File: config.mk
export PLATFORM = sky130hd
export DESIGN_NAME = ils_cell
export DESIGN_NICKNAME = d
export VERILOG_FILES = /design/src/design/ils_pkg.sv /design/src/design/ils_cell.sv
export SDC_FILE = /design/constraint.sdc
export NUM_CORES = 1
export LEC_CHECK = 0
export ABC_AREA = 1
export BUFFER_PORTS_ARGS = -buffer_cell sky130_fd_sc_hd__buf_2
export CAP_MARGIN = 5
export CELL_PAD_IN_SITES_DETAIL_PLACEMENT = 1
export CELL_PAD_IN_SITES_GLOBAL_PLACEMENT = 1
export CORE_MARGIN = 4
export CORE_UTILIZATION = 25
export CTS_BUF_LIST = sky130_fd_sc_hd__clkbuf_2
export CTS_CLUSTER_SIZE = 24
export DETAILED_ROUTE_END_ITERATION = 10
export PLACE_DENSITY_LB_ADDON = 0.1
export SYNTH_ARGS = -nofsm -noshare
export SYNTH_HDL_FRONTEND = slang
export SYNTH_SLANG_ARGS = --single-unit
File: constraint.sdc
create_clock -name clk -period 4.63 [get_ports clk]
set_input_delay 0.463 -clock clk [delete_from_list [all_inputs] [get_ports clk]]
set_output_delay 0.463 -clock clk [all_outputs]
set_load 0.01 [all_outputs]
File: src/design/ils_pkg.sv
// ----------------------------------------------------------------------------
// ils_pkg: shared types and constants for the indexed list store
// Command codes broadcast to the cell row and the tap grouping constant.
// ----------------------------------------------------------------------------
package ils_pkg;

	localparam int unsigned WORD_W    = 32;
	// wide enough for any cell index up to 1023
	localparam int unsigned POS_W     = 10;
	localparam int unsigned TAP_GROUP = 8;

	typedef enum logic [2:0] {
		KIND_APPEND = 3'd0,
		KIND_INSERT = 3'd1,
		KIND_REMOVE = 3'd2,
		KIND_WRITE  = 3'd3,
		KIND_READ   = 3'd4,
		KIND_CLEAR  = 3'd5
	} kind_t;

	typedef enum logic [1:0] {
		CM_HOLD   = 2'd0,
		CM_INSERT = 2'd1,
		CM_REMOVE = 2'd2,
		CM_WRITE  = 2'd3
	} cell_mode_t;

	typedef struct packed {
		cell_mode_t         mode;
		logic               rd_en;
		logic [POS_W-1:0]   pos;
		logic [WORD_W-1:0]  word;
	} cell_cmd_t;

endpackage

File: src/design/ils_cell.sv
// ----------------------------------------------------------------------------
// ils_cell: one storage cell of the list row
// Holds one word; takes from its lower or upper neighbor on shifts.
// ----------------------------------------------------------------------------
module ils_cell #(
	parameter int unsigned IDX = 0
) (
	input  logic                       clk,
	input  ils_pkg::cell_cmd_t         cmd,
	input  logic [ils_pkg::WORD_W-1:0] from_lower,
	input  logic [ils_pkg::WORD_W-1:0] from_upper,
	output logic [ils_pkg::WORD_W-1:0] word_out,
	output logic [ils_pkg::WORD_W-1:0] tap
);
	import ils_pkg::*;

	localparam logic [POS_W-1:0] MY = POS_W'(IDX);

	logic [WORD_W-1:0] word_q;

	always_ff @(posedge clk) begin
		case (cmd.mode)
			CM_INSERT: begin
				if (MY > cmd.pos) begin
					word_q <= from_lower;
				end else if (MY == cmd.pos) begin
					word_q <= cmd.word;
				end
			end
			CM_REMOVE: begin
				if (MY >= cmd.pos) begin
					word_q <= from_upper;
				end
			end
			CM_WRITE: begin
				if (MY == cmd.pos) begin
					word_q <= cmd.word;
				end
			end
			default: begin
			end
		endcase
	end

	assign word_out = word_q;
	// old value, taken before this cycle's update
	assign tap = (cmd.rd_en && MY == cmd.pos) ? word_q : '0;

endmodule

==> run metrics <==
synthesized area=~2400 um^2; Clk Latency, worst-skew pair=roughly 370 ps; GP Congestion=0.6997; H-tree levels=2; Resize count post-CTS=0; Final Hold Violating Endpoints=0; R2R setup slack=between 3000 and 4000 ps; max FFs per register=32; grt total ovfl=0; Tot GR Track Use=0.1503; Critical Path Fanout Max=34; highest clock rate=352.3 MHz; Setup crit end=tap[28]; fraction of layout cells with a size suffix above 1=0.3501; FILL cells=1200; # port buffers=between 100 and 150; Max Cap Viol=0; R2R cell count=3; r2r endpoint=word_out[9]; power density over the cells=around 210 nW/um^2; CP Cell Sequence=buf_2, nor2_1, nand2_1, buf_4, inv_2, nand3_4, nor2_1, buf_2; WP data required=between 4000 and 5000 ps; WL/cell=14.56 um; yosys warns=0; largest net degree at the start of global routing=35; Worst Path Arrival=roughly 2400 ps; worst rel slew slack=0.3759; Synth Net Count=435; Multi-input gate area=a little over 1000 um^2; Post-synth ARST share=0; Unique masters post-synth=16; Inserted Clock Buffers=5; CP Class=primary input to primary output; VDD IR-drop max=slightly below 0.00008 V; WHS=between 300 and 400 ps; drt drc=0; post-route ant nets=0; Reg clk slew, reported paths=~180 ps; Horiz. Die Dim=105.1 um; Pleak=about 1.8 nW; synth top area cells=edfxtp_1, nand3_1, inv_1; Final #Nets=566; fin. max-slew vios=0; Max Clock Skew=0 ps; status=completed; I/O pin total=174; top_reg_cell synth=edfxtp_1; hold_buf cts=0; post-DP HPWL=approximately 5.6 mm; Post-synth EDFFs=32; vias in the first global route=around 2700; Pre-Repair DR Iteration Count=4; RSZ-0062 raised after global routing=no; setup_tns=0 ps; initial antenna violation count=0; die height=~110 um; total power=~660 uW; DIE AREA=approximately 11000 um^2; Initial DRC Count=90; Finished Layout Cells=between 500 and 600; Final Critical Period=2839 ps; Mapped Avg Cell Area=between 7 and 8 um^2; Synth Instances=around 330; initial core utilization=0.2565; Placed Cells=560; top-count cell post-synth=inv_1; Setup-failing EPs final=0; Storage cell area=between 900 and 1000 um^2; CTS tree=yes; first-pass GRT wire length=13.45 mm; clock root cell=clkbuf_2; total number of vias=~2600; FP Rows=35; slowest stage delay, CP=between 500 and 600 ps; clk sinks=32; slack of the critical path=1791 ps; core area=about 9200 um^2; post-synthesis sequential element count=32; clk buf depth=2; Max stage delay cell, worst path=inv_2; area grow syn2layout=33.42%; Critical Path End Type=primary output; worst slack at placement=1667 ps; Worst-Margin Slew=between 900 and 1000 ps; crit path from=cmd[34]; antenna cells=0; worst hold path class=primary input to flip-flop; fin crit share=0.6131; share of the synthesized area in the top cell type=0.4074; register area share after synthesis=0.4074; DR vias/cell=~4.5; Worst R2R Start=word_out[9]; dominant cell type by area after synthesis=edfxtp_1; final wirelength=around 8.3 mm; synth cell count leaders=inv_1, nand2_1, nand3_1; Startpoint Class=primary input; post-CTS setup buffers=0
==> where the power goes <==
part	internal (mW)	total (mW)	switching, mW
clock network	0.0405	0.145	0.104
logic	0.0679	0.149	0.0813
registers	0.348	0.364	0.0154
total	0.457	0.658	0.201
==> cells in the final DEF (no fill, tap or decap), types with 3 or more instances in the layout <==
cell type / n
buf_2: 141
buf_4: 4
clkbuf_2: 7
edfxtp_1: 32
inv_1: 67
nand2_1: 66
nand3_1: 65
nor2_1: 34
nor2_2: 3
o21bai_1: 32
==> cells by family after synthesis <==
kind of cell | Yosys count | share of synthesized area
DFF | 32 | 0.4074
buffers and inverters | 89 | 0.1634
and+or+nand+nor | 171 | 0.3236
AOI/OAI and AO/OA | 33 | 0.1056
==> per-layer routing <==
layer,share of wire,GRT usage
met2,0.48,0.2612
met4,0.0082,0.03374
met3,0.067,0.04077
met5,0,0
met1,0.45,0.1850
==> metrics by stage <==
step | util | cell area [um^2]
6_report | 0.3422 | 3147
5_1_grt | 0.3422 | 3147
4_1_cts | 0.3422 | 3147
3_5_place_dp | 0.3380 | 3108
3_3_place_gp | 0.3380 | 3108
2_1_floorplan | - | 2359
==> critical path, delay by kind of cell <==
family | cells | cell delay [ps]
buf+inv | 4 | 1080
simple gates | 4 | 800
==> worst min-delay path by stage <==
stage | from | endpoint | slack, ps | cells past startpoint
after floorplan | from_upper[0] | word_out[0] | 650 | 2
after global placement | word_out[20] | word_out[20] | 670 | 3
after detailed placement | word_out[11] | word_out[11] | 670 | 3
after CTS | from_upper[17] | word_out[17] | 310 | 3
after global routing | from_upper[0] | word_out[0] | 290 | 3
final | from_upper[11] | word_out[11] | 340 | 3
==> area by class of cell <==
class | count | share of cell area
clock buffers | 7 | 0.01113
clock inverters | 1 | 0.001193
inverters | 68 | 0.08111
multi-input cells | 204 | 0.3233
flip-flops and latches | 32 | 0.3054
well taps | 111 | 0.04414
repair buffers | 145 | 0.2338
No activity file was read; power rests on OpenSTA's default activity.
